`src/hdl/hsv_to_rgb_converter_defines.svh`:
```
// Assertion macros for the HSV to RGB converter.
// No dependencies; included by files that carry concurrent checks.
`ifndef HSV_TO_RGB_CONVERTER_DEFINES_SVH
`define HSV_TO_RGB_CONVERTER_DEFINES_SVH

`ifndef SYNTH
// Same-cycle implication, disabled during reset.
`define HSV2RGB_ASSERT_IMP(name, ck, rn, ante, cons) \
	name: assert property (@(posedge ck) disable iff (!rn) (ante) |-> (cons)) \
		else $error("hsv2rgb check failed");
// Next-cycle implication, disabled during reset.
`define HSV2RGB_ASSERT_NEXT(name, ck, rn, ante, cons) \
	name: assert property (@(posedge ck) disable iff (!rn) (ante) |=> (cons)) \
		else $error("hsv2rgb check failed");
`else
`define HSV2RGB_ASSERT_IMP(name, ck, rn, ante, cons)
`define HSV2RGB_ASSERT_NEXT(name, ck, rn, ante, cons)
`endif

`endif

```
`src/hdl/hsv2rgb_pkg.sv`:
```
// Shared types and constants for the HSV to RGB converter.
// No dependencies.
`timescale 1ns / 1ps

package hsv2rgb_pkg;

	localparam int FRAC_BITS = 16;
	localparam int HUE_W     = FRAC_BITS;
	localparam int UNIT_W    = FRAC_BITS + 1;   // Q1.F, holds 0..1.0
	localparam int CH_W      = 16;
	localparam int BBF_W     = CH_W + FRAC_BITS; // maximum * brightness, Q16.F

	localparam logic [UNIT_W-1:0] ONE_FX = {1'b1, {FRAC_BITS{1'b0}}};

	// Hue sector, one sixth of the circle each.
	typedef enum logic [2:0] {
		SEC_RED_YELLOW    = 3'd0,
		SEC_YELLOW_GREEN  = 3'd1,
		SEC_GREEN_CYAN    = 3'd2,
		SEC_CYAN_BLUE     = 3'd3,
		SEC_BLUE_MAGENTA  = 3'd4,
		SEC_MAGENTA_RED   = 3'd5
	} sector_t;

	typedef struct packed {
		sector_t                sector;
		logic [FRAC_BITS-1:0]   frac;
		logic [UNIT_W-1:0]      sat;
		logic [BBF_W-1:0]       bbfix;
	} prep_t;

	typedef struct packed {
		sector_t                sector;
		logic [BBF_W-1:0]       bbfix;
		logic [UNIT_W-1:0]      sf;
		logic [UNIT_W-1:0]      sg;
		logic [CH_W-1:0]        p;
	} terms_t;

	typedef struct packed {
		sector_t                sector;
		logic [CH_W-1:0]        bb;
		logic [CH_W-1:0]        p;
		logic [CH_W-1:0]        q;
		logic [CH_W-1:0]        t;
	} chan_t;

	typedef struct packed {
		logic [CH_W-1:0]        red;
		logic [CH_W-1:0]        green;
		logic [CH_W-1:0]        blue;
	} rgb_t;

endpackage

```
`src/hdl/hsv2rgb_terms.sv`:
```
// Stage 2: S*f, S*(1-f) and the p channel.
// Depends on hsv2rgb_pkg.
`timescale 1ns / 1ps

module hsv2rgb_terms (
	input  logic               clk,
	input  logic               arst_n,
	input  logic               in_valid,
	output logic               in_ready,
	input  hsv2rgb_pkg::prep_t in_data,
	output logic               out_valid,
	input  logic               out_ready,
	output hsv2rgb_pkg::terms_t out_data
);
	import hsv2rgb_pkg::*;

	logic [UNIT_W-1:0]          omf;
	logic [UNIT_W-1:0]          oms;
	logic [2*FRAC_BITS:0]       sf_prod;
	logic [2*FRAC_BITS:0]       sg_prod;
	logic [BBF_W+FRAC_BITS:0]   p_prod;
	terms_t                     nxt;
	logic                       valid_s2;
	terms_t                     data_s2;

	assign omf     = ONE_FX - {1'b0, in_data.frac};
	assign oms     = ONE_FX - in_data.sat;
	assign sf_prod = in_data.sat * in_data.frac;
	assign sg_prod = in_data.sat * omf;
	assign p_prod  = in_data.bbfix * oms;

	assign nxt.sector = in_data.sector;
	assign nxt.bbfix  = in_data.bbfix;
	assign nxt.sf     = sf_prod[2*FRAC_BITS:FRAC_BITS];
	assign nxt.sg     = sg_prod[2*FRAC_BITS:FRAC_BITS];
	assign nxt.p      = p_prod[2*FRAC_BITS+CH_W-1:2*FRAC_BITS];

	assign in_ready = !valid_s2 || out_ready;

	always_ff @(posedge clk or negedge arst_n) begin
		if (!arst_n) begin
			valid_s2 <= 1'b0;
		end else if (in_ready) begin
			valid_s2 <= in_valid;
		end
	end

	always_ff @(posedge clk) begin
		if (in_valid && in_ready) begin
			data_s2 <= nxt;
		end
	end

	assign out_valid = valid_s2;
	assign out_data  = data_s2;

endmodule

```
`config.mk`:
```
export PLATFORM = sky130hd
export DESIGN_NAME = hsv2rgb_terms
export DESIGN_NICKNAME = d
export VERILOG_FILES = /design/src/hdl/hsv_to_rgb_converter_defines.svh /design/src/hdl/hsv2rgb_pkg.sv /design/src/hdl/hsv2rgb_terms.sv
export SDC_FILE = /design/constraint.sdc
export NUM_CORES = 2
export LEC_CHECK = 0
export ABC_AREA = 1
export ABC_CLOCK_PERIOD_IN_PS = 6910
export BUFFER_PORTS_ARGS = -buffer_cell sky130_fd_sc_hd__buf_4
export CAP_MARGIN = 10
export CORE_ASPECT_RATIO = 1.5
export CORE_MARGIN = 2
export CORE_UTILIZATION = 65
export CTS_BUF_LIST = sky130_fd_sc_hd__clkbuf_16
export DETAILED_ROUTE_END_ITERATION = 10
export MAX_ROUTING_LAYER = met4
export PLACE_DENSITY_LB_ADDON = 0.2
export SLEW_MARGIN = 5
export SYNTH_ARGS = -nofsm -noshare
export SYNTH_HDL_FRONTEND = slang
export SYNTH_SLANG_ARGS = --single-unit
```
`constraint.sdc`:
```
create_clock -name clk -period 6.91 [get_ports clk]
set_input_delay 1.0365 -clock clk [delete_from_list [all_inputs] [get_ports clk]]
set_output_delay 1.0365 -clock clk [all_outputs]
set_load 0.05 [all_outputs]
```
==> results.md <==
- CP max stage cell: fa_2
- Io pins: 159
- Die H: 307 um
- Crit end category: flop
- CP max stage delay: 0.76 ns
- Largest family of logic cells by synthesized area: adder cells
- Clock Latency Late Sink: 0.43 ns
- Total grt overflow: 0
- Drt via density: 5.69
- Async S/R FF share, synth: 0.0116
- Req. time, crit path: 7.09 ns
- Final-stage net count: 6852
- Worst Hold Class: input pin to async pin
- Sequential fraction of the synthesis area: 0.0647
- Worst Tran Pin Value: 0.964 ns
- Residual DRC: 0
- CTS tree: done
- Routability-driven placement congestion ratio: 1.04
- Warnings from Yosys: 0
- Iter 0 DRT Violations: 2889
- Fmax: 140 MHz
- Top cell type's share of synthesized area: 0.439
- Most frequent cell after synthesis: inv_1
- Slew headroom: 0.357
- Rows: 111
- Simple-gate share of the synthesized area: 0.198
- Die outline area: 63300 sq um
- Pin count of the biggest net entering global routing: 59
- Vias in the first global route: 39300
- Main area contributors after synthesis: fa_1 (44%), inv_1 (14%), nand2_1 (12%)
- Yosys cell types: 43
- Kind of critical path: input pin to flop
- Vias: 36300
- GRT Util Overall: 0.477
- WP data arrival: 7.30 ns
- Setup-failing EPs final: 16
- Layout cells sized above 1: 0.170
- Tmin final: 7.12 ns
- CTS Root Cell: clkbuf_16
- Final Hold Fails: 0
- Die W: 206 um
- Unrepaired setup endpoints after global routing: yes
- CTS Sinks: 86
- Num CTS Buffers: 9
- Failing checks: setup timing
- ANT nets after route: 0
- CP startpoint kind: input pin
- Core area: 60800 sq um
- Initial antenna violation count: 9
- Hpwl dp: 111 mm
- Synth Area in Adders: 0.541
- Mapped Cells: 5168
- Compound-Gate Fraction of Synth Area: 0.0327
- Crit path max fanout: 7
- Bufs on Longest Clock Path: 2
- EDFF count, synth: 85
- Drt wl/cell: 22.0 um
- Post-Route WL: 140 mm
- Reg clk slew, reported paths: 0.09 ns
- Period utilization: 1.03
- Initial core utilization: 0.655
- Fillers: 4549
- Post-synthesis xor/xnor area fraction: 0.00572
- Synth Net Count: 6437
- Syn Std Cell Area: 39800 sq um
- Final worst slack: -0.213 ns
- Area delta synth->final: 17.4%
- Max-Cap Viols: 0
- Syn Area/Cell: 7.71 sq um
- Skew final: 0.0162 ns
- Mux share of post-synthesis cell area: 0
- Main synth FF type: edfxtp_1
- Port Buf Inserts: 158
- Dominant cell type by area after synthesis: fa_1
- Run status: finished with violations
- Number of iterations in the first detailed-routing pass: 8
- Synth top cells by count: inv_1 (1463), nand2_1 (1300), fa_1 (874)
- Fin. max-slew vios: 0
- First-pass GRT wire length: 214 mm
- Yosys reg bits: 86
- Final Non-Filler Cells: 6389
- Htree depth: 3
- Dpl cells: 6336
[per-layer routing]
layer,vias to the layer above,track usage,share of wire
li1,15700,-,-
met1,17500,0.451,0.30
met2,2110,0.754,0.47
met3,1040,0.152,0.10
met4,0,0.460,0.13
met5,-,-,0
[final cells by class]
cell class | count | area, sq um | area share
multi-input cells | 3422 | 32500 | 0.695
inverters | 1484 | 5610 | 0.120
clock buffers | 9 | 225 | 0.00482
well taps | 791 | 990 | 0.0212
diodes | 10 | 25.0 | 0.000535
flip-flops and latches | 86 | 2580 | 0.0551
clock inverters | 7 | 103 | 0.00219
repair buffers | 580 | 4730 | 0.101
[sequential cells by signal, indices dropped and copies added, names as in the netlist]
| register | count |
|---|---|
| out_data | 85 |
| out_valid | 1 |
[worst max-delay path: cells and delay by family]
kind | cells | cell delay, ns
fa+ha+maj | 7 | 3.61
simple gates | 10 | 1.17
buf+inv | 10 | 0.97
compound gates | 3 | 0.51
[through the flow]
step	setup slack [ns]	setup TNS [ns]	hold WS (ns)	instance area [sq um]	utilization
final	-0.213	-1.90	0.356	46700	0.768
after global routing	-0.405	-4.95	0.353	46700	0.768
after CTS	-0.0270	-0.0498	0.358	45200	0.743
after detailed placement	-0.678	-14.53	0.592	44700	0.734
after global placement	-0.606	-12.72	0.571	44700	0.734
after floorplan	-0.0229	-0.0578	0.741	40100	-
[worst paths after layout]
| check | from | to | slack [ns] | cells after the start |
|---|---|---|---|---|
| max | in_data[32] | out_data[15] | -0.21 | 30 |
| min | arst_n | out_valid | 0.36 | 1 |
| max reg2reg | out_valid | out_data[49] | 4.65 | 3 |
| min reg2reg | out_valid | out_valid | 0.60 | 2 |
| max in group asynchronous | arst_n | out_valid | 6.48 | 1 |
| min in group clk | out_valid | out_valid | 0.60 | 2 |
[repair_timing]
item                                    4_1_cts  5_1_grt
buffers inserted                              2       22
hold buffers                                  0        0
endpoints found under the setup margin       16       33
endpoints found under the hold margin         0        0
pin swaps                                     6      117
resized for setup                            60      326
gates cloned                                  1        2
[cell families (layout without fill, tap and decap cells)]
logic type	after synthesis	in the layout
simple gates	1967	1967
buf+inv	1660	2080
fa+ha+maj	1197	1197
compound gates	232	232
flops	86	86
xor+xnor	26	26
other cells	0	10
[cell usage in the layout, fill, tap and decap left out, drive strengths merged, types with 2 or more instances in the layout]
| master | count |
|---|---|
| inv | 1474 |
| nand2 | 1304 |
| fa | 874 |
| buf | 578 |
| nor2 | 406 |
| ha | 323 |
| nand3 | 175 |
| a21oi | 110 |
| edfxtp | 85 |
| o21ai | 74 |
| nand4 | 30 |
| nor3 | 28 |
| o21bai | 21 |
| xor2 | 18 |
| a21o | 13 |
| clkinv | 12 |
| clkbuf | 11 |
| diode | 10 |
| xnor2 | 8 |
| nor4 | 7 |
| or2 | 6 |
| a21boi | 6 |
| nand3b | 5 |
| and3 | 4 |
| a31oi | 4 |
| clkinvlp | 3 |
| o211ai | 2 |
| o21a | 2 |
| bufinv | 2 |
Power is left out: the tool's default activity adds up to more than one toggle a clock period on the data nets, which glitch-free logic cannot reach.
