===== src/hdl/hsv_to_rgb_converter_defines.svh =====
// Assertion macros for the HSV to RGB converter.
// No dependencies; included by files that carry concurrent checks.
`ifndef HSV_TO_RGB_CONVERTER_DEFINES_SVH
`define HSV_TO_RGB_CONVERTER_DEFINES_SVH

`ifndef SYNTH
// Same-cycle implication, disabled during reset.
`define HSV2RGB_ASSERT_IMP(name, ck, rn, ante, cons) \
	name: assert property (@(posedge ck) disable iff (!rn) (ante) |-> (cons)) \
		else $error("hsv2rgb check failed");
// Next-cycle implication, disabled during reset.
`define HSV2RGB_ASSERT_NEXT(name, ck, rn, ante, cons) \
	name: assert property (@(posedge ck) disable iff (!rn) (ante) |=> (cons)) \
		else $error("hsv2rgb check failed");
`else
`define HSV2RGB_ASSERT_IMP(name, ck, rn, ante, cons)
`define HSV2RGB_ASSERT_NEXT(name, ck, rn, ante, cons)
`endif

`endif


===== src/hdl/hsv2rgb_pkg.sv =====
// Shared types and constants for the HSV to RGB converter.
// No dependencies.
`timescale 1ns / 1ps

package hsv2rgb_pkg;

	localparam int FRAC_BITS = 16;
	localparam int HUE_W     = FRAC_BITS;
	localparam int UNIT_W    = FRAC_BITS + 1;   // Q1.F, holds 0..1.0
	localparam int CH_W      = 16;
	localparam int BBF_W     = CH_W + FRAC_BITS; // maximum * brightness, Q16.F

	localparam logic [UNIT_W-1:0] ONE_FX = {1'b1, {FRAC_BITS{1'b0}}};

	// Hue sector, one sixth of the circle each.
	typedef enum logic [2:0] {
		SEC_RED_YELLOW    = 3'd0,
		SEC_YELLOW_GREEN  = 3'd1,
		SEC_GREEN_CYAN    = 3'd2,
		SEC_CYAN_BLUE     = 3'd3,
		SEC_BLUE_MAGENTA  = 3'd4,
		SEC_MAGENTA_RED   = 3'd5
	} sector_t;

	typedef struct packed {
		sector_t                sector;
		logic [FRAC_BITS-1:0]   frac;
		logic [UNIT_W-1:0]      sat;
		logic [BBF_W-1:0]       bbfix;
	} prep_t;

	typedef struct packed {
		sector_t                sector;
		logic [BBF_W-1:0]       bbfix;
		logic [UNIT_W-1:0]      sf;
		logic [UNIT_W-1:0]      sg;
		logic [CH_W-1:0]        p;
	} terms_t;

	typedef struct packed {
		sector_t                sector;
		logic [CH_W-1:0]        bb;
		logic [CH_W-1:0]        p;
		logic [CH_W-1:0]        q;
		logic [CH_W-1:0]        t;
	} chan_t;

	typedef struct packed {
		logic [CH_W-1:0]        red;
		logic [CH_W-1:0]        green;
		logic [CH_W-1:0]        blue;
	} rgb_t;

endpackage


===== src/hdl/hsv2rgb_scale.sv =====
// Stage 3: q and t channels, brightness full scale.
// Depends on hsv2rgb_pkg.
`timescale 1ns / 1ps

module hsv2rgb_scale (
	input  logic                clk,
	input  logic                arst_n,
	input  logic                in_valid,
	output logic                in_ready,
	input  hsv2rgb_pkg::terms_t in_data,
	output logic                out_valid,
	input  logic                out_ready,
	output hsv2rgb_pkg::chan_t  out_data
);
	import hsv2rgb_pkg::*;

	logic [UNIT_W-1:0]          omq;
	logic [UNIT_W-1:0]          omt;
	logic [BBF_W+FRAC_BITS:0]   q_prod;
	logic [BBF_W+FRAC_BITS:0]   t_prod;
	chan_t                      nxt;
	logic                       valid_s3;
	chan_t                      data_s3;

	assign omq    = ONE_FX - in_data.sf;
	assign omt    = ONE_FX - in_data.sg;
	assign q_prod = in_data.bbfix * omq;
	assign t_prod = in_data.bbfix * omt;

	assign nxt.sector = in_data.sector;
	assign nxt.bb     = in_data.bbfix[BBF_W-1:FRAC_BITS];
	assign nxt.p      = in_data.p;
	assign nxt.q      = q_prod[2*FRAC_BITS+CH_W-1:2*FRAC_BITS];
	assign nxt.t      = t_prod[2*FRAC_BITS+CH_W-1:2*FRAC_BITS];

	assign in_ready = !valid_s3 || out_ready;

	always_ff @(posedge clk or negedge arst_n) begin
		if (!arst_n) begin
			valid_s3 <= 1'b0;
		end else if (in_ready) begin
			valid_s3 <= in_valid;
		end
	end

	always_ff @(posedge clk) begin
		if (in_valid && in_ready) begin
			data_s3 <= nxt;
		end
	end

	assign out_valid = valid_s3;
	assign out_data  = data_s3;

endmodule


===== config.mk =====
export PLATFORM = sky130hd
export DESIGN_NAME = hsv2rgb_scale
export DESIGN_NICKNAME = d
export VERILOG_FILES = /design/src/hdl/hsv_to_rgb_converter_defines.svh /design/src/hdl/hsv2rgb_pkg.sv /design/src/hdl/hsv2rgb_scale.sv
export SDC_FILE = /design/constraint.sdc
export NUM_CORES = 2
export LEC_CHECK = 0
export BUFFER_PORTS_ARGS = -buffer_cell sky130_fd_sc_hd__buf_4
export CAP_MARGIN = 10
export CORE_ASPECT_RATIO = 0.8
export CORE_MARGIN = 3
export CORE_UTILIZATION = 50
export DETAILED_ROUTE_END_ITERATION = 12
export PLACE_DENSITY = 0.75
export SYNTH_ARGS = -nofsm -noshare
export SYNTH_HDL_FRONTEND = slang
export SYNTH_SLANG_ARGS = --single-unit

===== constraint.sdc =====
create_clock -name clk -period 2.4 [get_ports clk]
set_clock_uncertainty 0.05 [all_clocks]
set_input_delay 0.72 -clock clk [delete_from_list [all_inputs] [get_ports clk]]
set_output_delay 0.72 -clock clk [all_outputs]
set_load 0.02 [all_outputs]

==> flow_metrics.py <==
metrics = {
    "sta": {
        "worstMarginPinSlew_ps": 536.5,
        "fmaxAchievable_mhz": 130.4,
        "rsz0062_at_grt": "true",
        "min_period_ps": 7672,
        "period_share": 3.197,
        "relSlewSlack": 0.6406,
        "final-hold-violation-count": 0,
        "setup_tns_ps": -158390,
        "finalSetupViolations": 32,
        "timing.final.ws_setup_ps": -5272,
        "slew_viol_final": 0,
    },
    "cts": {
        "postCtsHoldBufs": 0,
        "cts_root_buf": "clkbuf_16",
        "clock_latency_ps": 360,
        "clock-sinks": 68,
        "cts_htree_levels": 3,
        "cts.reportedPaths.clkPinSlew_ps": 60,
        "cts-buffers-inserted": 9,
        "cts_tree": "done",
        "cts_buffer_depth": 2,
    },
    "setup_path": {
        "ff2ff_setup_slack_ps": 970,
        "worstSetupPathType": "input port to flop",
        "critPathMaxFanout": 12,
        "rr_worst_depth": 3,
        "startpoint_type": "input port",
        "reg2reg_from": "out_valid",
        "cp.arrival_ps": 7730,
        "rr_endpoint": "out_data[22]",
        "cp-end-kind": "flop",
        "required_ps": 2460,
    },
    "yosys": {
        "muxShareOfSynthArea": 0,
        "synth-adder-area-share": 0.5857,
        "yosys_warnings": 0,
        "synth_ff_type": "edfxtp_1",
        "synth_edf_count": 67,
        "synth_xor_area_frac": 0.01870,
        "syn_area_sq_um": 35530,
        "avgSynthCellArea_sq_um": 8.739,
        "synth-async-reset-ratio": 0.01471,
        "yosys.area_share.simple": 0.1606,
        "synth_compound_area_frac": 0.03088,
        "synth.ff_latch_count": 68,
        "ys_seq_area_frac": 0.05733,
        "synth.distinct_cells": 66,
        "synth_top_family_by_area": "adder cells",
        "netlist_instances": 4066,
        "synth_fp_nets": 5283,
    },
    "place": {
        "gp_congestion": 0.9521,
        "place.detailed.hpwl_um": 82020,
        "place_ws_ps": -5656,
        "port_buffers": 157,
    },
    "drt": {
        "drt_iter0_drc": 2146,
        "antenna_left": 0,
        "dr.pass1.iters": 6,
        "avgRoutedWirePerCell_um": 17.89,
        "wirelength_um": 98190,
        "drt-vias-per-instance": 5.089,
        "drc": 0,
        "via_count": 27927,
    },
    "die": {
        "ioPinCount": 158,
        "die_h_um": 244.4,
        "row_count": 86,
        "die_area_sq_um": 74320,
        "initial_core_util": 0.5104,
        "die_x_um": 304.0,
        "core_area_sq_um": 69620,
    },
    "global_routing": {
        "grt_use_total": 0.2726,
        "antenna_found_initial": 4,
        "grt_pass1_vias": 30302,
        "grt_max_degree": 33,
        "grt_pass1_wl_um": 161300,
        "grt_overflow": 0,
    },
    "run_status": {
        "status": "finished, violations left",
        "violations": "setup timing",
    },
    "finish": {
        "fin_util": 0.6238,
        "finalNetCount": 5774,
        "area_growth_pct": 22.22,
        "layout.cells.most_common": "inv_1",
        "layout_common_cells": "inv_1 (1157), fa_1 (877), nand2_1 (784)",
        "drive_gt1_frac": 0.2024,
        "fill_cells": 5512,
    },
    "min_path": {
        "hp-class": "input port to asynchronous set/reset pin",
    },
    "run": {
        "maxCapViolations": 0,
    },
}
-- flip-flops by register name, summed over array words and instances, names as in the netlist --
name       cells
out_data      67
out_valid      1
-- final cells by class --
type                       instances  area [sq um]  share of cell area
timing repair buffer             681          5916              0.1362
clock buffer                       9         225.2            0.005186
inverter                        1188          4462              0.1027
multi-input combinational       2609         29550              0.6803
tap                              924          1156             0.02662
clock inverter                     6         80.08            0.001844
antenna                            3         7.507           0.0001729
sequential                        68          2037             0.04690
-- stage by stage --
step	area, sq um	cells	hold slack, ps
floorplan	36250	4066	374.4
global placement	42000	5424	446.0
detailed placement	42000	5424	447.1
CTS	43120	5474	61.44
global route	43430	5488	63.41
finish	43430	5488	71.35
-- critical path, stage by stage --
cell and delay [ps]:
buf_4 110, or4_4 550, nor3_4 150, or2b_1 300, nor2_4 150, xnor2_4 150, buf_12 180, and2_1 170
fa_1 500, inv_2 40, fa_1 570, fa_1 440, fa_1 520, inv_1 60, fa_1 490, inv_2 50
fa_1 500, inv_2 50, ha_4 200, a221o_1 330, nor3_2 160, o41a_1 190, a21oi_2 90, a221oi_2 290
nand2_2 160, a211o_4 360, a21oi_2 150, xnor2_1 70
-- kinds of logic after synthesis --
kind of cell	Yosys count
flip-flops	68
AO/OA/AOI/OAI	170
XOR/XNOR	72
adder cells (fa/ha/maj)	1128
AND/OR/NAND/NOR	1239
buffers and inverters	1389
-- timing repair --
item                                    in CTS  in global routing
pin swaps                                   54                 27
gates resized for setup                    114                 63
endpoints found under the setup margin      32                 32
gates cloned                                 4                  0
setup buffers                               32                 11
-- worst max path at each step --
stage / from / to / slack, ps / cells past startpoint
floorplan: in_data[41] / out_data[30] / -5030 / 25
global placement: in_data[41] / out_data[20] / -5600 / 27
detailed placement: in_data[41] / out_data[31] / -5660 / 27
CTS: in_data[41] / out_data[30] / -5250 / 28
global route: in_data[41] / out_data[30] / -5460 / 28
finish: in_data[41] / out_data[30] / -5270 / 28
-- synthesized netlist by cell type (2+ instances only) --
cell      number  area, sq um
a31oi_1        4        25.02
o21bai_1      10        75.07
fa_1         892        17860
o31ai_1        4        30.03
nand4_1        4        25.02
clkbuf_1     197        739.5
ha_1         236         2953
and2_1       307         1921
and3_1        15        93.84
a211o_1        4        35.03
or3_1          5        31.28
o21ai_0       33        165.2
o21ai_1        2        10.01
nand3_1       12        60.06
a221o_1        3        30.03
nor2_1        28        105.1
and4_1         2        17.52
o21a_1         9        67.56
a21oi_2        3        26.28
buf_2          2        10.01
a21o_1        18        135.1
clkbuf_2       2        10.01
nand2_2        2        12.51
nor2b_1        8        50.05
xor2_1        19        166.4
edfxtp_1      67         2012
a21oi_1       57        285.3
xnor2_1       50        437.9
nor4_1         8        50.05
or4_4          2        22.52
nor3b_1        2        15.01
o311ai_0       2        17.52
inv_1       1188         4459
nor3_2         2        20.02
nand2_1      803         3014
a41oi_1        4        35.03
nor3_1        18        90.09
a211oi_1       3        22.52
nand2b_1      11        68.82
nor4_4         2        42.54
-- metal layers --
layer | global-route usage | vias up | wire [um]
li1 | - | 12456 | -
met1 | 0.3914 | 13940 | 41000
met2 | 0.4137 | 1379 | 43190
met3 | 0.08520 | 152 | 12030
met4 | 0.04707 | 0 | 1960
met5 | 0 | - | 0
Power is left out: the tool's default activity adds up to more than one toggle a clock period on the data nets, which glitch-free logic cannot reach.
