`src/hdl/hsv_to_rgb_converter_defines.svh`:
```
// Assertion macros for the HSV to RGB converter.
// No dependencies; included by files that carry concurrent checks.
`ifndef HSV_TO_RGB_CONVERTER_DEFINES_SVH
`define HSV_TO_RGB_CONVERTER_DEFINES_SVH

`ifndef SYNTH
// Same-cycle implication, disabled during reset.
`define HSV2RGB_ASSERT_IMP(name, ck, rn, ante, cons) \
	name: assert property (@(posedge ck) disable iff (!rn) (ante) |-> (cons)) \
		else $error("hsv2rgb check failed");
// Next-cycle implication, disabled during reset.
`define HSV2RGB_ASSERT_NEXT(name, ck, rn, ante, cons) \
	name: assert property (@(posedge ck) disable iff (!rn) (ante) |=> (cons)) \
		else $error("hsv2rgb check failed");
`else
`define HSV2RGB_ASSERT_IMP(name, ck, rn, ante, cons)
`define HSV2RGB_ASSERT_NEXT(name, ck, rn, ante, cons)
`endif

`endif

```
`src/hdl/hsv2rgb_pkg.sv`:
```
// Shared types and constants for the HSV to RGB converter.
// No dependencies.
`timescale 1ns / 1ps

package hsv2rgb_pkg;

	localparam int FRAC_BITS = 16;
	localparam int HUE_W     = FRAC_BITS;
	localparam int UNIT_W    = FRAC_BITS + 1;   // Q1.F, holds 0..1.0
	localparam int CH_W      = 16;
	localparam int BBF_W     = CH_W + FRAC_BITS; // maximum * brightness, Q16.F

	localparam logic [UNIT_W-1:0] ONE_FX = {1'b1, {FRAC_BITS{1'b0}}};

	// Hue sector, one sixth of the circle each.
	typedef enum logic [2:0] {
		SEC_RED_YELLOW    = 3'd0,
		SEC_YELLOW_GREEN  = 3'd1,
		SEC_GREEN_CYAN    = 3'd2,
		SEC_CYAN_BLUE     = 3'd3,
		SEC_BLUE_MAGENTA  = 3'd4,
		SEC_MAGENTA_RED   = 3'd5
	} sector_t;

	typedef struct packed {
		sector_t                sector;
		logic [FRAC_BITS-1:0]   frac;
		logic [UNIT_W-1:0]      sat;
		logic [BBF_W-1:0]       bbfix;
	} prep_t;

	typedef struct packed {
		sector_t                sector;
		logic [BBF_W-1:0]       bbfix;
		logic [UNIT_W-1:0]      sf;
		logic [UNIT_W-1:0]      sg;
		logic [CH_W-1:0]        p;
	} terms_t;

	typedef struct packed {
		sector_t                sector;
		logic [CH_W-1:0]        bb;
		logic [CH_W-1:0]        p;
		logic [CH_W-1:0]        q;
		logic [CH_W-1:0]        t;
	} chan_t;

	typedef struct packed {
		logic [CH_W-1:0]        red;
		logic [CH_W-1:0]        green;
		logic [CH_W-1:0]        blue;
	} rgb_t;

endpackage

```
`src/hdl/hsv2rgb_prep.sv`:
```
// Stage 1: hue wrap and sector split, saturation and brightness clamps, maximum * brightness.
// Depends on hsv2rgb_pkg.
`timescale 1ns / 1ps

module hsv2rgb_prep (
	input  logic                              clk,
	input  logic                              arst_n,
	input  logic                              in_valid,
	output logic                              in_ready,
	input  logic [hsv2rgb_pkg::HUE_W-1:0]     hue,
	input  logic [hsv2rgb_pkg::UNIT_W-1:0]    saturation,
	input  logic [hsv2rgb_pkg::UNIT_W-1:0]    brightness,
	input  logic [hsv2rgb_pkg::CH_W-1:0]      channel_maximum,
	output logic                              out_valid,
	input  logic                              out_ready,
	output hsv2rgb_pkg::prep_t                out_data
);
	import hsv2rgb_pkg::*;

	logic [FRAC_BITS+2:0] h6;
	logic [UNIT_W-1:0]    sat_c;
	logic [UNIT_W-1:0]    val_c;
	logic [BBF_W:0]       bb_prod;
	prep_t                nxt;
	logic                 valid_s1;
	prep_t                data_s1;

	// hue * 6 as 4h + 2h
	assign h6      = {1'b0, hue, 2'b00} + {2'b00, hue, 1'b0};
	assign sat_c   = (saturation > ONE_FX) ? ONE_FX : saturation;
	assign val_c   = (brightness > ONE_FX) ? ONE_FX : brightness;
	assign bb_prod = channel_maximum * val_c;

	assign nxt.sector = sector_t'(h6[FRAC_BITS+2:FRAC_BITS]);
	assign nxt.frac   = h6[FRAC_BITS-1:0];
	assign nxt.sat    = sat_c;
	assign nxt.bbfix  = bb_prod[BBF_W-1:0];

	assign in_ready = !valid_s1 || out_ready;

	always_ff @(posedge clk or negedge arst_n) begin
		if (!arst_n) begin
			valid_s1 <= 1'b0;
		end else if (in_ready) begin
			valid_s1 <= in_valid;
		end
	end

	always_ff @(posedge clk) begin
		if (in_valid && in_ready) begin
			data_s1 <= nxt;
		end
	end

	assign out_valid = valid_s1;
	assign out_data  = data_s1;

endmodule

```
`config.mk`:
```
export PLATFORM = sky130hd
export DESIGN_NAME = hsv2rgb_prep
export DESIGN_NICKNAME = d
export VERILOG_FILES = /design/src/hdl/hsv_to_rgb_converter_defines.svh /design/src/hdl/hsv2rgb_pkg.sv /design/src/hdl/hsv2rgb_prep.sv
export SDC_FILE = /design/constraint.sdc
export NUM_CORES = 1
export LEC_CHECK = 0
export ABC_AREA = 1
export BUFFER_PORTS_ARGS = -buffer_cell sky130_fd_sc_hd__buf_4
export CELL_PAD_IN_SITES_DETAIL_PLACEMENT = 0
export CELL_PAD_IN_SITES_GLOBAL_PLACEMENT = 1
export CORE_MARGIN = 2
export CORE_UTILIZATION = 47
export CTS_BUF_LIST = sky130_fd_sc_hd__clkbuf_4
export DETAILED_ROUTE_END_ITERATION = 6
export PLACE_DENSITY = 0.95
export SETUP_SLACK_MARGIN = 0.3
export SYNTH_ARGS = -nofsm -noshare
export SYNTH_HDL_FRONTEND = slang
export SYNTH_SLANG_ARGS = --single-unit
```
`constraint.sdc`:
```
create_clock -name clk -period 5.25 [get_ports clk]
set_input_delay 1.05 -clock clk [delete_from_list [all_inputs] [get_ports clk]]
set_output_delay 1.05 -clock clk [all_outputs]
set_load 0.03 [all_outputs]
```
==> results.md <==
* WS Path Type: in2reg
* Antenna violations before repair at 2
* Maxcap violations at 0
* Number of flops mapped to enable cells by yosys at 67
* DP Wirelength at 30.27 mm
* Min cycle time layout at 6360 ps
* Routed len/inst at roughly 17 um
* Worst slack, placed at -1546 ps
* Synthesized Nets at 1,982
* Deepest clock path buffer count at 2
* Die Wd at between 150 and 200 um
* RR Startpoint: out_valid$_DFFE_PN0N_
* Number of synthesis warnings at 0
* Global Route Usage Sum at between 20 and 30%
* DR iter-0 viols at 866
* Worst hold path type: in2async
* Vias in the first global route at 12,720
* DR pass1 iterations at 5
* Layout fillers at slightly above 2,000
* Worst EP arrival at 6580 ps
* Global-route wire length before repair at 61.62 mm
* Critical path required time at 5470 ps
* Synth Cell Area at between 10,000 and 15,000 um2
* Vias after detailed routing at 12,050
* H-tree depth at 3
* Final Routed Wirelength at 38.95 mm
* Pwr Total at 8.566 mW
* Worst-skew pair later-pin latency at 450 ps
* Met2 global-route usage at 48.52%
* Max IR drop VDD at 0.4780 mV
* Slew @ Worst Pin at 1291 ps
* Seq/Total Area, Yosys at around 16%
* Num rows at 60
* DIE AREA at 28,450 um2
* TritonCTS Buffers at 9
* Setup ws final at -1110 ps
* Core area at around 27,000 um2
* Peak fanout along the critical path at 6
* Slack of the worst reg-to-reg path at 3520 ps
* Post-route core utilization at 65.26%
* Non-filler instance count after layout at 2,240
* Synth Instances at 1,586
* Synth Area in Simple Gates at between 20% and 30%
* Starting density of the core at a little under half
* Syn avg cell area at 8.037 um2
* Nets at 2,288
* Power per cell area at 489.8 nW/um2
* Met3 Use GR at 4.396%
* Pin count of the biggest net entering global routing at slightly below 70
* Status: finished with violations
* Skew final at about 21 ps
* Xor and xnor area share after synthesis at 1.580%
* Startpoint types: input pin
* Share of cells above drive strength 1 at between 30% and 40%
* Final period util at 121.1%
* Combinational family with the most area after synthesis: adder cells
* Chip height at approximately 170 um
* DR DRC count at 0
* Failing checks: setup timing
* Distinct cells, synth at 30
* Post-CTS Hold Fix Bufs at 0
* Vias per std cell at 5.377
* Worst R2R End: out_data[7]$_DFFE_PP_
* IO Port Bufs at about 140
* GRT busiest layer: met2
* CTS clock-pin slew for the worst setup and hold paths at ~150 ps
* Cells after DPL at 2,186
* Mux contribution to synthesized area at 0%
* Adder-cell share of the synthesized area at roughly 44%
* Max-slew violation count at 0
* Post-synth ARST share at 1.471%
* Final hold violation count at 0
* Reg2reg path depth at 2
* Top-Level Pins at 140
* FMAX at 157.2 MHz
* Final setup violation count at 25
* Synthesis-stage register bit count at between 60 and 70
* ANT nets after route at 0
* Max-slew headroom at between 10 and 15%
* RSZ-0062 raised after global routing: true
* Met1 Usage GRT at 32.97%
* Synth Area in Compound Gates at 2.052%
* Root Driver: clkbuf_4
* Crit end category: flop
* Clock sinks at between 60 and 70
* Global route overflow at 0
* GP Congestion at a little under 1
* Commonest register cell after synthesis: edfxtp_1
* Area Overhead vs Synth at 37.21%
* LEAKAGE at around 9.0 nW
* CTS tree: done
## per-stage QoR
stage	cell area [um2]	setup TNS [ps]	hold slack [ps]
global placement	15880	-31990	563.3
global route	17490	-26210	303.0
floorplan	13370	-19190	754.4
CTS	16810	-18650	316.8
finish	17490	-23280	342.1
detailed placement	15880	-33880	608.0
## Yosys cell counts, types with 11 or more instances
cell      instances  area [um2]
buf_2            11       55.05
buf_4            11       82.58
xor2_1           21       183.9
nand2_1         283        1062
fa_1            208        4164
nand3_1         179       895.9
nand4_1          18       112.6
edfxtp_1         67        2012
clkbuf_1         31       116.4
a21oi_1          33       165.2
nor2_1          184       690.7
ha_1            118        1476
inv_1           370        1389
## where the power goes
part | leakage [nW] | switching, mW | total (mW) | internal, mW
Sequential | 0.657 | 0.0396 | 0.909 | 0.869
Combinational | 8.29 | 4.14 | 7.28 | 3.14
Clock | 0.0740 | 0.230 | 0.381 | 0.152
Total | 9.02 | 4.40 | 8.57 | 4.16
## worst max path at each step
stage	start	endpoint	slack [ps]	depth (start not counted)
final	brightness[2]	out_data[14]$_DFFE_PP_	-1110	27
after global routing	brightness[1]	out_data[30]$_DFFE_PP_	-1220	27
after CTS	brightness[14]	out_data[28]$_DFFE_PP_	-900	25
after detailed placement	brightness[14]	out_data[28]$_DFFE_PP_	-1550	24
after global placement	brightness[14]	out_data[26]$_DFFE_PP_	-1490	24
after floorplan	brightness[4]	out_data[31]$_DFFE_PP_	-960	23
## repair_timing
action                                  CTS  global route
resized for setup                       140           153
endpoints found under the setup margin   26            27
setup buffers                            20            10
pin swaps                                79            79
cloned                                    5             1
## state kept, by name, summed over array words and instances, names as in the netlist
name,flops
out_data,67
out_valid,1
## area by class of cell
cell class | instances | area (um2) | share of cell area, %
clock buffer | 9 | 67.56 | 0.3863
multi-input combinational | 1090 | 10430 | 59.61
sequential | 68 | 2037 | 11.65
tap | 341 | 426.7 | 2.440
timing repair buffer | 350 | 3040 | 17.38
antenna | 2 | 5.005 | 0.02862
inverter | 373 | 1408 | 8.048
clock inverter | 7 | 80.08 | 0.4579
## metal layers
metal  vias up  share of wire, %  routed length (um)
li1       5445                 -                   -
met1      5867                37               14300
met2       569                51               19670
met3       164               7.5                2921
met4         0               5.3                2060
met5         -                 0                   0
## logic make-up (layout without fill, tap and decap cells)
group                      count (synthesis)  in the layout
and+or+nand+nor                          691            691
buffers and inverters                    428            739
adders and majority gates                326            326
DFF                                       68             68
AOI/OAI and AO/OA                         49             49
xor gates and xnor gates                  23             23
other                                      1              3
## worst max-delay path: stages
cell	delay, ps
buf_4	120
nor2_2	100
nand4_1	130
nand3b_1	240
nand2_4	160
buf_12	120
buf_12	130
buf_12	120
buf_4	110
nand3_2	70
fa_1	540
inv_1	60
fa_2	540
ha_1	280
fa_1	500
fa_1	500
inv_2	40
fa_1	520
inv_2	50
ha_4	250
nand2_4	110
inv_4	40
nand2_1	50
nand2_1	60
nand3b_1	310
buf_4	230
xor2_2	150
## layout by cell type (no fill, tap or decap), types with 4 or more instances in the layout
cell      instances
inv_2            44
nor2_2           28
inv_6             4
o21ai_0           9
inv_1           323
xor2_1           16
fa_1            193
nand2_8           4
nand4_1          18
nand2_4          26
a21oi_2           6
a21oi_1          24
nand2_2          54
nand3b_1          6
nor2_4           26
clkbuf_4          9
nand3_1         132
buf_6            30
edfxtp_1         67
xor2_2            5
nand3_2          37
fa_2             15
nor2_1          130
buf_4           299
buf_12           12
nand3_4          10
ha_1             96
nand2_1         205
ha_4             19
No activity file was read; power rests on OpenSTA's default activity.
