--- config.mk ---
export PLATFORM = sky130hd
export DESIGN_NAME = hsv2rgb_mux
export DESIGN_NICKNAME = d
export VERILOG_FILES = /design/src/hdl/hsv_to_rgb_converter_defines.svh /design/src/hdl/hsv2rgb_pkg.sv /design/src/hdl/hsv2rgb_mux.sv
export SDC_FILE = /design/constraint.sdc
export NUM_CORES = 1
export LEC_CHECK = 0
export BUFFER_PORTS_ARGS = -buffer_cell sky130_fd_sc_hd__buf_2
export CORE_MARGIN = 2
export CORE_UTILIZATION = 46
export DETAILED_ROUTE_END_ITERATION = 8
export HOLD_SLACK_MARGIN = 0.03
export PLACE_DENSITY = 0.85
export SLEW_MARGIN = 20
export SYNTH_ARGS = -nofsm -noshare
export SYNTH_HDL_FRONTEND = slang
export SYNTH_SLANG_ARGS = --single-unit
--- constraint.sdc ---
create_clock -name clk -period 1.9 [get_ports clk]
set_input_delay 0.19 -clock clk [delete_from_list [all_inputs] [get_ports clk]]
set_output_delay 0.19 -clock clk [all_outputs]
set_load 0.05 [all_outputs]
--- src/hdl/hsv_to_rgb_converter_defines.svh ---
// Assertion macros for the HSV to RGB converter.
// No dependencies; included by files that carry concurrent checks.
`ifndef HSV_TO_RGB_CONVERTER_DEFINES_SVH
`define HSV_TO_RGB_CONVERTER_DEFINES_SVH

`ifndef SYNTH
// Same-cycle implication, disabled during reset.
`define HSV2RGB_ASSERT_IMP(name, ck, rn, ante, cons) \
	name: assert property (@(posedge ck) disable iff (!rn) (ante) |-> (cons)) \
		else $error("hsv2rgb check failed");
// Next-cycle implication, disabled during reset.
`define HSV2RGB_ASSERT_NEXT(name, ck, rn, ante, cons) \
	name: assert property (@(posedge ck) disable iff (!rn) (ante) |=> (cons)) \
		else $error("hsv2rgb check failed");
`else
`define HSV2RGB_ASSERT_IMP(name, ck, rn, ante, cons)
`define HSV2RGB_ASSERT_NEXT(name, ck, rn, ante, cons)
`endif

`endif

--- src/hdl/hsv2rgb_pkg.sv ---
// Shared types and constants for the HSV to RGB converter.
// No dependencies.
`timescale 1ns / 1ps

package hsv2rgb_pkg;

	localparam int FRAC_BITS = 16;
	localparam int HUE_W     = FRAC_BITS;
	localparam int UNIT_W    = FRAC_BITS + 1;   // Q1.F, holds 0..1.0
	localparam int CH_W      = 16;
	localparam int BBF_W     = CH_W + FRAC_BITS; // maximum * brightness, Q16.F

	localparam logic [UNIT_W-1:0] ONE_FX = {1'b1, {FRAC_BITS{1'b0}}};

	// Hue sector, one sixth of the circle each.
	typedef enum logic [2:0] {
		SEC_RED_YELLOW    = 3'd0,
		SEC_YELLOW_GREEN  = 3'd1,
		SEC_GREEN_CYAN    = 3'd2,
		SEC_CYAN_BLUE     = 3'd3,
		SEC_BLUE_MAGENTA  = 3'd4,
		SEC_MAGENTA_RED   = 3'd5
	} sector_t;

	typedef struct packed {
		sector_t                sector;
		logic [FRAC_BITS-1:0]   frac;
		logic [UNIT_W-1:0]      sat;
		logic [BBF_W-1:0]       bbfix;
	} prep_t;

	typedef struct packed {
		sector_t                sector;
		logic [BBF_W-1:0]       bbfix;
		logic [UNIT_W-1:0]      sf;
		logic [UNIT_W-1:0]      sg;
		logic [CH_W-1:0]        p;
	} terms_t;

	typedef struct packed {
		sector_t                sector;
		logic [CH_W-1:0]        bb;
		logic [CH_W-1:0]        p;
		logic [CH_W-1:0]        q;
		logic [CH_W-1:0]        t;
	} chan_t;

	typedef struct packed {
		logic [CH_W-1:0]        red;
		logic [CH_W-1:0]        green;
		logic [CH_W-1:0]        blue;
	} rgb_t;

endpackage

--- src/hdl/hsv2rgb_mux.sv ---
// Stage 4: per-sector channel assignment into the output register.
// Depends on hsv2rgb_pkg.
`timescale 1ns / 1ps

module hsv2rgb_mux (
	input  logic               clk,
	input  logic               arst_n,
	input  logic               in_valid,
	output logic               in_ready,
	input  hsv2rgb_pkg::chan_t in_data,
	output logic               out_valid,
	input  logic               out_ready,
	output hsv2rgb_pkg::rgb_t  out_data
);
	import hsv2rgb_pkg::*;

	rgb_t nxt;
	logic valid_s4;
	rgb_t data_s4;

	always_comb begin
		case (in_data.sector)
			SEC_RED_YELLOW: begin
				nxt = '{red: in_data.bb, green: in_data.t, blue: in_data.p};
			end
			SEC_YELLOW_GREEN: begin
				nxt = '{red: in_data.q, green: in_data.bb, blue: in_data.p};
			end
			SEC_GREEN_CYAN: begin
				nxt = '{red: in_data.p, green: in_data.bb, blue: in_data.t};
			end
			SEC_CYAN_BLUE: begin
				nxt = '{red: in_data.p, green: in_data.q, blue: in_data.bb};
			end
			SEC_BLUE_MAGENTA: begin
				nxt = '{red: in_data.t, green: in_data.p, blue: in_data.bb};
			end
			default: begin
				nxt = '{red: in_data.bb, green: in_data.p, blue: in_data.q};
			end
		endcase
	end

	assign in_ready = !valid_s4 || out_ready;

	always_ff @(posedge clk or negedge arst_n) begin
		if (!arst_n) begin
			valid_s4 <= 1'b0;
		end else if (in_ready) begin
			valid_s4 <= in_valid;
		end
	end

	always_ff @(posedge clk) begin
		if (in_valid && in_ready) begin
			data_s4 <= nxt;
		end
	end

	assign out_valid = valid_s4;
	assign out_data  = data_s4;

endmodule

==> impl_metrics.yaml, run 1 <==
synth:
  syn_nets: 380
  yosysWarnings: 0
  ys_seq_elements: 49
  yosysTopAreaCellShare_pct: 42.7
  netlist_instances: 309
  synth_area_leaders: "edfxtp_1 43%, mux2_2 15%, mux2i_1 9.5%"
  synthFlopType: "edfxtp_1"
  synth_top_area_cell: "edfxtp_1"
  ys_types: 22
  async_flop_share_pct: 2.04
  syn_area_sq_um: 3370
  synth-edff-count: 48
  yosysSeqAreaShare_pct: 43.5
  syn_area_per_cell_sq_um: 10.9
timing:
  relSlewSlack_pct: 50.4
  finalSetupViolations: 0
  clock_skew_ps: 6.70
  rsz0062_at_grt: "no"
  period_minus_slack_ps: 1280
  setup_ws_ps: 622
  worst_slew_pin_slew_ps: 744
  slew_viol_final: 0
  finalHoldViolCount: 0
  fin_crit_sh_pct: 67.3
  timing.fmax_ghz: 0.782
  fin_setup_tns_ps: 0
critical_path:
  slowest_stage: "mux2_2"
  worstPathMaxFanout: 36
  start_kind: "input pin"
  crit_path_end_kind: "flip-flop"
  cp.arrival_ps: 1330
  worstSetupPathType: "in -> reg"
  rrSetupSlack_ps: 660
  r2r_end: "out_data[40]"
  critPathTopFamily: "multiplexers"
  required_ps: 1960
  cp_cell_sequence: "buf_2 -> nor2_4 -> buf_12 -> mux2_2 -> mux2_2"
  cp_num_buf_inv: 2
  r2r_start: "out_valid"
  cp_common_cell: "mux2_2"
  ff2ff_path_depth: 3
  cpPeakStageDelay_ps: 360
hold_path:
  hold_end: "out_valid"
  min_path_cells: 2
  hp-start: "in_valid"
  worst_hold_path_type: "in -> reg"
layout:
  syn2layout_area_growth_pct: 23.5
  final_common_cell: "buf_2"
  most-common-layout-cells: "120 x buf_2, 48 x edfxtp_1, 44 x mux2_2"
  layout-drive-gt1-share_pct: 44.9
  fin_nets: 491
  diodes: 0
detailed_routing:
  num_vias: 2877
  drt_wl_total_microns: 8220
  ant_nets: 0
  drtIter0Drc: 138
  wl_per_cell_microns: 15.8
  via_per_inst: 5.53
  drc: 0
  firstDrtPassIters: 4
grt:
  grt_max_degree: 49
  grt_pass1_wl_microns: 12500
  grt_pass1_vias: 2663
  antenna_found_initial: 0
  overflow: 0
  grt_use_total_pct: 20.1
clocking:
  cts.path.max_buffers: 2
  clk_pin_slew_ps: 90
  clk_latency_ps: 290
  cts-htree-levels: 2
  cts.sinks: 49
  cts_tree: "built"
  numCtsBuffers: 5
  cts.repair.resized: 0
  root_buffer: "clkbuf_8"
die:
  start_util_pct: 47.0
  core_area_sq_um: 7180
  die_h_microns: 89.6
  die_w_microns: 89.6
  num_rows: 31
  io_pins: 121
  die_area_sq_um: 8030
pwr:
  p_leak_nw: 1.87
  power_density_nw_per_um2: 679
  vdd_ir_drop_max_mv: 0.320
job:
  max_cap_viol_count: 0
place:
  dp_hpwl_microns: 5730
  dp_slack_ps: 311
  port_buffers: 120
  globalplace.congestion: 0.791
status:
  status: "complete, no violations"
-- flip-flops by register name, indices dropped and copies added (netlist names) --
signal	cells
out_data	48
out_valid	1
-- layer usage --
metal | track usage, % | wire length, microns | vias up
met4 | 5.83 | 34 | 0
met5 | 0 | 0 | -
met1 | 25.5 | 3520 | 1367
met3 | 3.38 | 588 | 4
li1 | - | - | 1384
met2 | 35.3 | 4070 | 122
-- stage by stage --
step | power, mW | util, % | std cells | hold slack, ps | area, sq um
finish | 2.83 | 58.0 | 520 | 92.8 | 4160
global route | 2.96 | 58.0 | 520 | 96.2 | 4160
CTS | 2.85 | 58.0 | 520 | 83.0 | 4160
detailed placement | 2.26 | 56.7 | 511 | -31.6 | 4070
global placement | 2.23 | 56.7 | 511 | -34.7 | 4070
floorplan | 1.99 | - | 309 | -106 | 3380
-- how the worst max path moves through the flow --
stage | start | to | slack, ps | cells after the start
3_3_place_gp | in_data[65] | out_data[45] | 350 | 5
2_1_floorplan | out_valid | out_data[0] | 140 | 2
3_5_place_dp | in_data[64] | out_data[26] | 310 | 6
4_1_cts | in_data[64] | out_data[26] | 630 | 6
5_1_grt | in_data[65] | out_data[16] | 550 | 4
6_report | in_data[65] | out_data[45] | 620 | 5
-- synthesized netlist by cell type (2+ instances only) --
master and count:
buf_2 10, inv_1 16, edfxtp_1 48, a21o_1 16
buf_6 3, a211oi_1 16, o21ai_0 16, o221ai_1 16
buf_4 5, nand2_1 32, nand2b_1 3, and2_1 2
a22oi_1 16, clkbuf_1 10, nor2_1 16, mux2i_1 32
mux2_2 44, mux2_4 4
-- logic make-up (layout without fill, tap and decap cells) --
group / after synthesis / count (layout) / synth area share [%]
mux: 80 / 80 / 26.0
flops: 49 / 49 / 43.5
simple gates: 54 / 54 / 6.46
buf+inv: 45 / 157 / 6.61
compound gates: 80 / 80 / 17.2
xor+xnor: 1 / 1 / 0.260
-- layout make-up --
cell class                 count  area, sq um
fill                         623         3010
tap                           99          124
clock inverter                 3         12.5
inverter                      16         60.1
timing repair buffer         133          738
multi-input combinational    215         1690
sequential                    49         1470
clock buffer                   5         68.8
-- report_power, final --
part           internal [mW]  switching (mW)
combinational          0.328           0.596
sequential              1.29          0.0199
clock                  0.249           0.340
total                   1.87           0.955
-- repair_timing --
action,in CTS,in global routing
setup buffers,0,0
hold buffers,1,0
endpoints found under the hold margin,1,0
(Power assumes the default switching activity.)
==> run 2, diff against run 1 <==
- CORE_UTILIZATION: 46 -> 50
- PLACE_DENSITY: 0.85 -> 0.87
- clock period: 1.9 -> 1.3 ns (I/O delays scaled with it)
==> run 2 against run 1 <==
Against the previous run:
- sequential share of layout area is 1.8 points lower
- total power is 58% higher
- worst hold slack worse by 52 ps
==> impl_metrics.yaml, run 2 (synthesized netlist as in run 1, its figures left out) <==
grt:
  use_met2_pct: 36.2
  grt_pass1_wl_microns: 12900
  grt_max_degree: 40
  grt_use_met3_pct: 4.81
  grt_pass1_vias: 2755
  use_met1_pct: 28.5
  gr-max-usage-layer: "met2"
  grt_use_total_pct: 21.8
  overflow: 0
  antenna_found_initial: 0
timing:
  fin_crit_sh_pct: 90.9
  slew_viol_final: 0
  clock_skew_ps: 5.24
  worst_slew_pin_slew_ps: 371
  finalHoldViolCount: 0
  finalSetupViolations: 0
  rsz0062_at_grt: "no"
  period_minus_slack_ps: 1180
  timing.fmax_ghz: 0.846
  setup_ws_ps: 118
  holdWs_ps: 40.4
  relSlewSlack_pct: 75.3
detailed_routing:
  wl_per_cell_microns: 16.4
  firstDrtPassIters: 5
  drt_wl_total_microns: 8320
  ant_nets: 0
  drtIter0Drc: 195
  drc: 0
  num_vias: 2864
  via_per_inst: 5.66
clocking:
  cts-htree-levels: 2
  postCtsSetupRepairBufs: 0
  clk_pin_slew_ps: 90
  cts.sinks: 49
  cts.path.max_buffers: 2
  root_buffer: "clkbuf_8"
  cts_tree: "built"
  numCtsBuffers: 5
  clk_latency_ps: 300
job:
  max_cap_viol_count: 0
layout:
  largest_reg_flops: 48
  diodes: 0
  most-common-layout-cells: "120 x buf_2, 48 x edfxtp_1, 36 x mux2_4"
  layout-drive-gt1-share_pct: 46.2
  syn2layout_area_growth_pct: 30.0
  stdcell_count: 506
  final_common_cell: "buf_2"
  fin_nets: 499
  finish.utilization_pct: 68.3
place:
  globalplace.congestion: 0.811
  place_inst: 497
  dp_hpwl_microns: 6060
  port_buffers: 120
  dp_slack_ps: -187
hold_path:
  hold_end: "out_valid"
  hp-start: "in_valid"
  worst_hold_path_type: "in -> reg"
  min_path_cells: 2
critical_path:
  critPathTopFamily: "flip-flops"
  worstSetupPathType: "reg -> out"
  cpPeakStageDelay_ps: 430
  cp_cell_sequence: "nand2b_4 -> buf_2"
  r2r_end: "out_data[22]"
  ff2ff_path_depth: 3
  cp_num_buf_inv: 1
  slowest_stage: "dfrtp_2"
  r2r_start: "out_valid"
  crit_path_end_kind: "output port"
  cp.arrival_ps: 1050
  required_ps: 1170
  worstPathMaxFanout: 3
  rrSetupSlack_ps: 150
  start_kind: "flip-flop"
die:
  start_util_pct: 52.5
  die_h_microns: 86.1
  num_rows: 29
  die_area_sq_um: 7420
  die_w_microns: 86.1
  io_pins: 121
  core_area_sq_um: 6420
pwr:
  power_density_nw_per_um2: 1020
  p_leak_nw: 2.07
  vdd_ir_drop_max_mv: 0.455
status:
  status: "complete, no violations"
==> run 2: cell types whose count changed in the layout (fill, tap and decap cells not counted), moves of 3 or more <==
| cell | change |
|---|---|
| buf_12 | +3 |
| buf_4 | +5 |
| mux2_2 | -32 |
| mux2_4 | +32 |
==> run 2: routing by layer <==
metal | routed length [microns] | up-vias | share of wire (%)
li1 | - | 1401 | -
met1 | 3570 | 1344 | 43
met2 | 4050 | 106 | 49
met3 | 586 | 13 | 7.0
met4 | 107 | 0 | 1.3
met5 | 0 | - | 0
==> run 2: what timing repair did <==
action | in CTS | in global routing
endpoints found under the hold margin | 1 | 0
gates resized for setup | 0 | 0
hold buffers | 1 | 0
==> run 2: cell type report <==
| class | instances | area (sq um) |
|---|---|---|
| multi-input cells | 215 | 1820 |
| fillers | 479 | 2040 |
| repair buffers | 141 | 836 |
| inverters | 16 | 60.1 |
| flip-flops and latches | 49 | 1470 |
| clock inverters | 2 | 33.8 |
| clock buffers | 6 | 72.6 |
| well taps | 77 | 96.3 |
==> run 2: where the power goes <==
group          total, mW  leakage (nW)  switching (mW)  internal (mW)
logic               1.46          1.54           0.894          0.567
registers           1.92         0.471          0.0288           1.89
clock network       1.08        0.0528           0.507          0.569
total               4.46          2.07            1.43           3.03
==> run 2: through the flow <==
step                      instance area [sq um]  setup TNS, ps  power, mW
after floorplan                            3530         -13960       2.99
after global placement                     4270          -5540       3.37
after detailed placement                   4270          -6630       3.41
after CTS                                  4380              0       4.47
after global routing                       4380              0       4.63
final                                      4380              0       4.46
==> run 2: worst max-delay path by stage <==
stage                     start            to  slack [ps]  depth (start not counted)
finish                out_valid      in_ready         120                          2
global route        in_data[64]  out_data[22]          60                          6
CTS                   out_valid      in_ready         100                          2
detailed placement  in_data[64]  out_data[36]        -190                          5
global placement    in_data[64]  out_data[45]        -160                          5
floorplan             out_valid   out_data[0]        -270                          2
